**src/rtl/ita_pkg.sv**
```systemverilog
// ita_pkg: shared types and constants of the integer to ascii converter
// request payload structs, controller/datapath command and status groups
// no dependencies
`default_nettype none
package ita_pkg;

  localparam int BUFFER_SIZE = 34;
  localparam int MAX_TEXT    = 33;
  localparam int CAP_INT     = (BUFFER_SIZE - 1 < MAX_TEXT) ? BUFFER_SIZE - 1 : MAX_TEXT;
  localparam logic [5:0] WIDTH_CAP = 6'(CAP_INT);

  localparam logic [5:0] RADIX_MIN  = 6'd2;
  localparam logic [5:0] RADIX_MAX  = 6'd36;
  localparam logic [7:0] LETTER_GAP = 8'd7;
  localparam logic [7:0] CHAR_ZERO  = 8'h30;
  localparam logic [7:0] CHAR_SPACE = 8'h20;
  localparam logic [7:0] CHAR_MINUS = 8'h2D;

  // reciprocal scale: quotient estimate is (value * floor(2^RECIP_SHIFT / radix)) >> RECIP_SHIFT
  localparam int RECIP_SHIFT = 32;
  localparam int PROD_W      = 32 + RECIP_SHIFT;

  typedef struct packed {
    logic [31:0] value;
    logic [5:0]  radix;
    logic        signed_mode;
    logic [5:0]  min_width;
    logic        zero_pad;
  } in_t;

  typedef struct packed {
    logic [7:0] character;
    logic       last;
    logic [5:0] length;
  } out_t;

  typedef struct packed {
    logic load;
    logic mul;
    logic fix;
    logic emit;
  } ita_cmd_t;

  typedef struct packed {
    logic quot_zero;
    logic emit_last;
    logic out_free;
  } ita_sts_t;

endpackage
`default_nettype wire

```
**src/rtl/ita_dp.sv**
```systemverilog
// ita_dp: datapath of the converter, reciprocal divider, digit store, text emitter
// and the result output register; driven by commands from ita_ctrl
// depends on ita_pkg
`default_nettype none
module ita_dp import ita_pkg::*; (
  input  wire logic     clk,
  input  wire logic     rst_n,
  input  wire in_t      in_data,
  input  wire ita_cmd_t cmd,
  output ita_sts_t      sts,
  input  wire logic     out_ready,
  output logic          out_valid,
  output out_t          out_data
);

  localparam logic [PROD_W-1:0] RECIP_ONE = PROD_W'(1) << RECIP_SHIFT;

  logic [RECIP_SHIFT-1:0] recip_tab [0:36];

  for (genvar g = 0; g <= 36; g++) begin : g_recip
    localparam logic [RECIP_SHIFT-1:0] M = RECIP_SHIFT'(RECIP_ONE / ((g < 2) ? 1 : g));
    assign recip_tab[g] = M;
  end

  logic [31:0]       v_r;
  logic [5:0]        radix_r;
  logic              neg_r;
  logic [5:0]        width_r;
  logic [7:0]        pad_r;
  logic [5:0]        nd_r;
  logic [PROD_W-1:0] prod_r;
  logic [5:0]        pos_r;
  logic [7:0]        digits_r [0:31];
  logic              out_valid_r;
  out_t              out_r;

  logic [5:0]  radix_sat;
  logic        neg_in;
  logic [5:0]  width_sat;
  logic [31:0] q_est;
  logic [7:0]  prod_lo;
  logic [7:0]  rem;
  logic        rem_ge;
  logic [7:0]  digit;
  logic [31:0] q_fix;
  logic [7:0]  asc;
  logic [5:0]  total;
  logic [5:0]  len;
  logic [5:0]  padn;
  logic [4:0]  dig_idx;
  logic        is_last;
  out_t        out_nxt;

  always_comb begin
    if (in_data.radix < RADIX_MIN) begin
      radix_sat = RADIX_MIN;
    end else if (in_data.radix > RADIX_MAX) begin
      radix_sat = RADIX_MAX;
    end else begin
      radix_sat = in_data.radix;
    end
    neg_in    = in_data.signed_mode & in_data.value[31];
    width_sat = (in_data.min_width > WIDTH_CAP) ? WIDTH_CAP : in_data.min_width;
  end

  // one digit: estimate quotient, then a single compare and subtract
  always_comb begin
    q_est   = prod_r[PROD_W-1:RECIP_SHIFT];
    prod_lo = q_est[7:0] * {2'b00, radix_r};
    rem     = v_r[7:0] - prod_lo;
    rem_ge  = rem >= {2'b00, radix_r};
    digit   = rem_ge ? rem - {2'b00, radix_r} : rem;
    q_fix   = q_est + {31'd0, rem_ge};
    asc     = (digit < 8'd10) ? CHAR_ZERO + digit : CHAR_ZERO + digit + LETTER_GAP;
  end

  // text layout: padding, sign, digits most significant first
  always_comb begin
    total   = nd_r + {5'd0, neg_r};
    len     = (total > width_r) ? total : width_r;
    padn    = len - total;
    dig_idx = 5'(len - 6'd1 - pos_r);
    is_last = pos_r == len - 6'd1;
    if (pos_r < padn) begin
      out_nxt.character = pad_r;
    end else if (neg_r && pos_r == padn) begin
      out_nxt.character = CHAR_MINUS;
    end else begin
      out_nxt.character = digits_r[dig_idx];
    end
    out_nxt.last   = is_last;
    out_nxt.length = is_last ? len : 6'd0;
  end

  always_ff @(posedge clk) begin
    if (cmd.load) begin
      v_r     <= neg_in ? 32'd0 - in_data.value : in_data.value;
      radix_r <= radix_sat;
      neg_r   <= neg_in;
      width_r <= width_sat;
      pad_r   <= in_data.zero_pad ? CHAR_ZERO : CHAR_SPACE;
      nd_r    <= 6'd0;
      pos_r   <= 6'd0;
    end
    if (cmd.mul) begin
      prod_r <= PROD_W'(v_r) * PROD_W'(recip_tab[radix_r]);
    end
    if (cmd.fix) begin
      digits_r[nd_r[4:0]] <= asc;
      nd_r                <= nd_r + 6'd1;
      v_r                 <= q_fix;
    end
    if (cmd.emit) begin
      out_r <= out_nxt;
      pos_r <= pos_r + 6'd1;
    end
  end

  always_ff @(posedge clk) begin
    if (!rst_n) begin
      out_valid_r <= 1'b0;
    end else if (cmd.emit) begin
      out_valid_r <= 1'b1;
    end else if (out_ready) begin
      out_valid_r <= 1'b0;
    end
  end

  assign sts.quot_zero = q_fix == 32'd0;
  assign sts.emit_last = is_last;
  assign sts.out_free  = !out_valid_r || out_ready;
  assign out_valid     = out_valid_r;
  assign out_data      = out_r;

endmodule
`default_nettype wire

```
**src/rtl/ita_ctrl.sv**
```systemverilog
// ita_ctrl: sequencing state machine of the converter
// issues load, divide and emit commands to ita_dp; depends on ita_pkg
`default_nettype none
module ita_ctrl import ita_pkg::*; (
  input  wire logic     clk,
  input  wire logic     rst_n,
  input  wire logic     in_valid,
  output logic          in_ready,
  input  wire ita_sts_t sts,
  output ita_cmd_t      cmd
);

  localparam logic [1:0] ST_IDLE = 2'd0;
  localparam logic [1:0] ST_MUL  = 2'd1;
  localparam logic [1:0] ST_FIX  = 2'd2;
  localparam logic [1:0] ST_EMIT = 2'd3;

  logic [1:0] state_r;
  logic [1:0] state_nxt;

  always_comb begin
    state_nxt = state_r;
    cmd       = '0;
    in_ready  = 1'b0;
    case (state_r)
      ST_IDLE: begin
        in_ready = 1'b1;
        if (in_valid) begin
          cmd.load  = 1'b1;
          state_nxt = ST_MUL;
        end
      end
      ST_MUL: begin
        cmd.mul   = 1'b1;
        state_nxt = ST_FIX;
      end
      ST_FIX: begin
        cmd.fix   = 1'b1;
        state_nxt = sts.quot_zero ? ST_EMIT : ST_MUL;
      end
      ST_EMIT: begin
        if (sts.out_free) begin
          cmd.emit = 1'b1;
          if (sts.emit_last) begin
            state_nxt = ST_IDLE;
          end
        end
      end
      default: begin
        state_nxt = ST_IDLE;
      end
    endcase
  end

  always_ff @(posedge clk) begin
    if (!rst_n) begin
      state_r <= ST_IDLE;
    end else begin
      state_r <= state_nxt;
    end
  end

endmodule
`default_nettype wire

```
**src/rtl/int_to_ascii_radix_padded.sv**
```systemverilog
// int_to_ascii_radix_padded: top level of the integer to ascii converter
// joins the controller ita_ctrl and the datapath ita_dp; depends on ita_pkg
//
//   channel  ports                          payload
//   input    in_valid / in_ready / in_data    in_t  (value, radix, mode, width, pad)
//   result   out_valid / out_ready / out_data out_t (character, last, length)
//
// one request takes a load step, then for each digit a multiply by the reciprocal
// and a correct-and-store step, then one emit step per character, each of which
// waits while the output register is still full.
// a new request is taken only once the last character is in the output register.
// reset clears the state machine and the output valid; a stalled output holds its character.
`default_nettype none
module int_to_ascii_radix_padded import ita_pkg::*; (
  input  wire logic clk,
  input  wire logic rst_n,
  input  wire logic in_valid,
  output logic      in_ready,
  input  wire in_t  in_data,
  output logic      out_valid,
  input  wire logic out_ready,
  output out_t      out_data
);

  ita_cmd_t cmd;
  ita_sts_t sts;

  ita_ctrl u_ctrl (
    .clk      (clk),
    .rst_n    (rst_n),
    .in_valid (in_valid),
    .in_ready (in_ready),
    .sts      (sts),
    .cmd      (cmd)
  );

  ita_dp u_dp (
    .clk       (clk),
    .rst_n     (rst_n),
    .in_data   (in_data),
    .cmd       (cmd),
    .sts       (sts),
    .out_ready (out_ready),
    .out_valid (out_valid),
    .out_data  (out_data)
  );

endmodule
`default_nettype wire

```
**config.mk**
```make
export PLATFORM = sky130hd
export DESIGN_NAME = int_to_ascii_radix_padded
export DESIGN_NICKNAME = d
export VERILOG_FILES = /design/src/rtl/ita_pkg.sv /design/src/rtl/ita_dp.sv /design/src/rtl/ita_ctrl.sv /design/src/rtl/int_to_ascii_radix_padded.sv
export SDC_FILE = /design/constraint.sdc
export NUM_CORES = 2
export LEC_CHECK = 0
export ABC_AREA = 1
export BUFFER_PORTS_ARGS = -buffer_cell sky130_fd_sc_hd__buf_2
export CORE_UTILIZATION = 45
export DETAILED_ROUTE_END_ITERATION = 10
export GPL_TIMING_DRIVEN = 0
export MAX_ROUTING_LAYER = met4
export REMOVE_ABC_BUFFERS = 1
export SYNTH_ARGS = -nofsm -noshare
export SYNTH_HDL_FRONTEND = slang
export SYNTH_SLANG_ARGS = --single-unit
```
**constraint.sdc**
```tcl
create_clock -name clk -period 13.1 [get_ports clk]
set_input_delay 1.965 -clock clk [delete_from_list [all_inputs] [get_ports clk]]
set_output_delay 1.965 -clock clk [all_outputs]
set_load 0.02 [all_outputs]
```
# [Word level (Yosys, flattened, before mapping)]
# Memory sizes are Yosys's and may differ from the RTL's.
# Cells that the tools add are included.
[classes] mux=31 reduce_logical=10 mul=2 order_cmp=8 addsub=12 eq_ne=8 bitwise_logic=2
[op_table] operator="32-bit two-way mux" count=5
[op_table] operator="32-bit by 32-bit multiplier with 64-bit output" count=1
[op_table] operator="32-bit by 1-bit adder with 32-bit output" count=1
[op_table] operator="32-bit zero test" count=1
[op_table] operator="8-bit two-way mux" count=4
[op_table] operator="1-bit by 32-bit subtractor with 32-bit output, first input constant" count=1
[op_table] operator="6-bit two-way mux" count=5
[op_table] operator="6-bit by 1-bit adder with 6-bit output, second input constant" count=2
[op_table] operator="6-bit equality test" count=2
[op_table] operator="6-bit greater-than comparator, second input constant" count=2
[op_table] operator="1-bit two-way mux" count=11
[op_table] operator="6-bit by 8-bit adder with 8-bit output, first input constant" count=1
[op_table] operator="8-bit by 3-bit adder with 8-bit output, second input constant" count=1
[op_table] operator="8-bit by 6-bit greater-or-equal comparator with 1-bit output" count=1
[op_table] operator="8-bit by 4-bit < comparator with 1-bit output, second input constant" count=1
[op_table] operator="8-bit by 6-bit multiplier with 8-bit output" count=1
[op_table] operator="2-bit two-way mux" count=4
[op_table] operator="2-bit one-hot mux with 4 select lines" count=1
[op_table] operator="8-bit by 6-bit subtractor with 8-bit output" count=1
[op_table] operator="8-bit subtractor" count=1
[op_table] operator="7-bit greater-or-equal comparator, second input constant" count=1
[op_table] operator="6-bit NOT with 7-bit output" count=1
[op_table] operator="6-bit by 1-bit adder with 6-bit output" count=1
[op_table] operator="6-bit greater-than comparator" count=1
[op_table] operator="other kinds (18)" count=22
[totals] mem_count=2 inputBits=50 mem_bits_rw=256 ff_bits=147 rom_bits=2048 output_inout_bits=17
[memory_table] memory="(no name shown)" words=64 width=32 read_ports=1 rd_clocked_by_memory_dff=0 write_ports=0 line_no="ita_dp.sv:106" text="prod_r <= PROD_W'(v_r) * PROD_W'(recip_tab[radix_r]);"
[memory_table] memory="u_dp.digits_r" words=32 width=8 read_ports=1 rd_clocked_by_memory_dff=0 write_ports=1 line_no="ita_dp.sv:33" text="logic [7:0] digits_r [0:31];"

# [Depth between registers and ports, before layout]
[logic_depth] word_depth=8 depth_mapped=42

# [Cells and area by module]
# A second synthesis with hierarchy kept.
[hier_totals] cells_unflattened=5939 area_unflattened_um2=51821.0
[modules_own_cells] module="ita_dp" cells_per_inst=5918 instances=1 area_each_um2=51697.1 seq_area_each_um2=10860.4
[modules_own_cells] module="ita_ctrl" cells_per_inst=21 instances=1 area_each_um2=123.9 seq_area_each_um2=40.0

# [Worst setup path before layout]
# OpenSTA, ideal clock, no wires.
[synth_timing] path_type="register -> register" startpoint="reg u_dp.radix_r[1]" endpoint="reg u_dp.prod_r[54] (data pin)" t_arrival_ns=7.799 setup_ns=0.259 n_path_buf=2 stages_incl_launch_ff=36 setup_slack_ns=5.042 cell_sequence="edfxtp_1 -> buf_4 -> inv_1 -> ha_1 -> nand2_1 -> nand2_1 -> o21ai_0 -> o21ai_0 -> o21ai_1 -> inv_1 -> clkbuf_1 -> nor2_1 -> fa_1 -> fa_1 -> inv_1 -> fa_1 -> fa_1 -> inv_1 -> fa_1 -> fa_1 -> fa_1 -> inv_1 -> fa_1 -> inv_1 -> ha_1 -> nand2_1 -> nor2_1 -> inv_1 -> nor2_1 -> inv_1 -> nor2_1 -> nand2_1 -> o21ai_0 -> nand4_1 -> nand2_1 -> xor2_1"
[synth_between] elab_chain_cells=5
[synth_lines] item="start: declaration" line_no="ita_dp.sv:26" text="logic [5:0] radix_r;"
[synth_lines] item="start signal: assignment" line_no="ita_dp.sv:98" text="radix_r <= radix_sat;"
[synth_lines] item="6-bit NOT with 7-bit output (implied by the code)" line_no="ita_dp.sv:106"
[synth_lines] item="memory 64 x 32 bit"
[synth_lines] item="32-bit two-way mux (implied by the code) (2 in series)" line_no="ita_dp.sv:106"
[synth_lines] item="32-bit by 32-bit multiplier with 64-bit output" line_no="ita_dp.sv:106"
[synth_lines] item="end signal: assignment" line_no="ita_dp.sv:106"
[synth_lines] item="end: declaration" line_no="ita_dp.sv:31" text="logic [PROD_W-1:0] prod_r;"
# Every way passes these cells. The select of a mux whose other input is x is not followed.
# A chain may end at the register's enable or synchronous reset.

# [Worst setup path after layout]
[layout_timing] startpoint="reg u_dp.radix_r[4]" endpoint="reg u_dp.prod_r[57] (data pin)"
# The elaborated chain is that of the path after synthesis.

==> summary by stage <==
Synth
The Yosys step of the flow raised 0 warnings. The gate count after technology mapping is 6,025. In this run, distinct cell masters in the synthesized netlist total 58.

The fraction of post-synthesis cell area in the top cell type by area is 0.351. The dominant cell type by area after synthesis is fa_1. The post-synthesis async set-or-reset flop share is 0.

By area the synthesized netlist is led by fa_1, edfxtp_1, inv_1. For this run, the register share of the synthesized area comes to 0.209. In the synthesized netlist, the cells that appear most often are inv_1, nand2_1, nor2_1, fa_1, edfxtp_1. The per-instance average area after synthesis is 8.65 µm².

The synthesized cell area is between 0.05 and 0.06 mm². The count of flip-flops with a built-in enable after synthesis is 361. The most frequently used flop master after synthesis is edfxtp_1. Among all cell types in the netlist, the one instantiated most often is inv_1. The synthesized design contains between 300 and 400 register bits.

Job
The reported max-cap violation count is 2.

Timing
Setup violations remaining at the end of the flow were counted as 0. The timing-limited maximum frequency is about 81 MHz. The minimum clock period is between 10 and 15 ns.

The headroom to the max-slew limit is -0.0752. Clock skew on the completed layout was measured at 0.0297 ns. The slew at the pin with the worst max-slew slack is between 1.5 and 2 ns.

Adding up every negative setup slack in the final design gives 0 ns. The final-report max-slew violation count is 23. The final cycle utilization of the critical path is 0.938. The count of endpoints failing hold in the final timing report was 0. Setup repair after global routing left no endpoint under its margin.

Final layout
The growth of design area from synthesis to finish is 6.04%. The final net count is about 7.2k. Of the cells placed in the final design, the portion with a size suffix greater than 1 is 0.0404. Counting the fill cells in the layout gives about 11k.

Setup path
The data arrival time of the worst path is between 10 and 15 ns. The most numerous cell type found on the critical path is fa_1. The worst setup path is captured at a flop.

The worst setup path is of the reg2reg kind. STA classifies the critical path startpoint as a flop. The maximum single-stage delay on the critical path is about 1.3 ns. The number of buffers and inverters on the critical path is 3.

The critical path's top delay family is adder cells. The highest net fanout along the worst path is 19. The required time of the worst setup path is between 10 and 15 ns. The slowest stage of the critical path belongs to the cell clkinv_1.

Worst hold path
The path class of the tightest hold or removal check is reg2reg.

GRT
The first global-routing pass estimated between 200 and 300 mm of wire. The maximum number of pins on one net before global-route repair is 95. Global routing finished with a remaining overflow of 0. The number of global-route vias before repair is between 40k and 50k.

The global-route met3 utilization is 0.0514. The global-route track usage on met2 is 0.482. The initial antenna violation count is 5. For this run, global-route usage on met1 was measured as 0.375.

The busiest layer in global routing is met2. In the global route stage, overall resource usage came out at 0.303.

Run status
The flow ran to the end, but the final reports show violations. The checks that failed: max-capacitance violations, max-slew violations.

Place
At the end of routability-driven placement, the weighted congestion stood at 0.990. Input and output buffers added on the ports amount to 66. The sum of net half-perimeters after detailed placement is 127 mm.

Clock tree
The CTS H-tree depth is 2. The clock passes through at most 3 buffers. The number of clock buffers added by TritonCTS is 35. The clock edge transition at the registers on the reported setup and hold paths is roughly 0.060 ns. The number of post-CTS setup repair buffers is 0. The buffer cell driving the clock tree root is clkbuf_16. The number of clock sinks seen by CTS is 364. The clock reaches the later pin of the worst-skew pair after roughly 0.56 ns. Post-CTS repair changed the size of 0 cells. After clock tree synthesis, the flow added hold-fix buffers numbering 0.

TritonCTS built the clock tree.

Drt
The residual DRC count is 0. The post-detailed-route wirelength per cell is around 22 µm. The routed via count divided by cell count is 5.44.

The antenna violation net count after detailed routing is 0. The detailed router placed 40.6k vias in this run. The initial detailed-routing violation count is approximately 3.5k.

The number of iterations in the first detailed-routing pass is 6. The routed wire length is 167 mm.

Die
For this design the top-level I/O count stands at 67. The floorplan die width is 342 µm. The floorplan step defined a die boundary enclosing 0.117 mm². The floorplan step set the die height to approximately 340 µm. The cell row count is 124. The area of the core is around 0.11 mm². The initial cell density of the core is 0.455.
-- flip-flops by register name, indices dropped and copies added (netlist names) --
name	flops
u_dp.digits_r	256
u_dp.prod_r	32
u_dp.v_r	32
u_dp.out_data	15
u_dp.nd_r	6
u_dp.pos_r	6
u_dp.radix_r	6
u_dp.width_r	6
u_ctrl.state_r	2
u_dp.neg_r	1
u_dp.out_valid	1
u_dp.pad_r	1
-- worst paths after layout --
kind,startpoint,cells past startpoint,slack (ns),end
worst min register to register,u_ctrl.state_r[0]$_SDFFE_PN0P_,2,0.62,u_dp.out_valid$_SDFFE_PN0P_
worst max-delay path,u_dp.radix_r[4]$_SDFFCE_PP0P_,27,0.81,u_dp.prod_r[57]$_DFFE_PN_
worst min-delay path,u_ctrl.state_r[0]$_SDFFE_PN0P_,2,0.62,u_dp.out_valid$_SDFFE_PN0P_
worst max register to register,u_dp.radix_r[4]$_SDFFCE_PP0P_,27,0.81,u_dp.prod_r[57]$_DFFE_PN_
-- cell type report --
cell class | count | area (µm²) | share of cell area
clock inverters | 20 | 241 | 0.00437
repair buffers | 94 | 933 | 0.0169
clock buffers | 43 | 906 | 0.0164
diodes | 6 | 15.0 | 0.000272
multi-input cells | 4181 | 35700 | 0.647
flip-flops and latches | 364 | 10900 | 0.197
well taps | 1512 | 1890 | 0.0342
inverters | 1240 | 4660 | 0.0842
-- cell usage in the layout, fill, tap and decap left out, types with 9 or more instances in the layout --
cell	Yosys	layout
ha_1	329	328
o22ai_1	59	59
edfxtp_1	361	361
a21oi_1	162	161
nand2_2	7	13
buf_8	0	10
nor2_1	941	936
inv_1	1207	1204
nor3_1	41	41
xnor2_1	38	37
o21ai_0	241	241
nand2_1	1086	1080
nand3_1	100	98
o21ai_1	12	9
fa_1	914	913
mux2_2	28	28
a31oi_1	9	9
buf_2	16	66
o21a_1	18	18
xor2_1	72	71
nand4_1	26	26
nor4_1	10	10
nor2_2	6	9
clkinv_1	26	32
clkbuf_16	0	35
inv_2	7	9
buf_16	0	14
-- cell families (layout without fill, tap and decap cells) --
logic type / Yosys count / count (layout) / synth area share
AOI/OAI and AO/OA: 555 / 555 / 0.0591
DFF: 364 / 364 / 0.209
xor gates and xnor gates: 113 / 113 / 0.0194
adders and majority gates: 1243 / 1243 / 0.430
and+or+nand+nor: 2241 / 2241 / 0.169
muxes: 29 / 29 / 0.00624
other: 0 / 6 / 0
buffers and inverters: 1480 / 1397 / 0.108
-- worst register-to-register path, stage by stage, from the launching register on --
cell and delay, ns:
edfxtp_1 0.98, inv_1 0.48, nor2_1 0.96, o21ai_0 0.23, o21a_1 0.23, nand2_1 0.97
clkinv_1 1.26, nand2_1 0.44, fa_1 0.48, fa_1 0.54, fa_1 0.46, fa_1 0.42
inv_1 0.09, fa_1 0.44, fa_1 0.45, fa_1 0.56, fa_1 0.47, ha_1 0.46
a21oi_1 0.68, o21ai_0 0.31, nor2_1 0.24, o31ai_1 0.10, a21oi_1 0.14, o21ai_1 0.22
nand4_1 0.24, nand2_1 0.07, nand2_1 0.06, nand2_1 0.06
-- through the flow --
step                hold slack (ns)  instances  area, µm²  worst slack [ns]   util
floorplan                     0.502       5785      51200              4.73      -
detailed placement            0.603       7389      54100              1.29  0.472
CTS                           0.612       7452      55200              1.26  0.482
global placement              0.538       7363      53400             0.660  0.466
finish                        0.618       7460      55300             0.808  0.482
global route                  0.629       7460      55300             0.580  0.482
-- layer usage --
| metal | part of all wire | up-vias |
|---|---|---|
| met5 | 0 | - |
| met4 | 0.062 | 0 |
| met2 | 0.47 | 1714 |
| met3 | 0.080 | 451 |
| li1 | - | 18107 |
| met1 | 0.39 | 20324 |
Power is not shown: default switching activity piles up to over one toggle a cycle in this logic, so the estimate is an artifact.
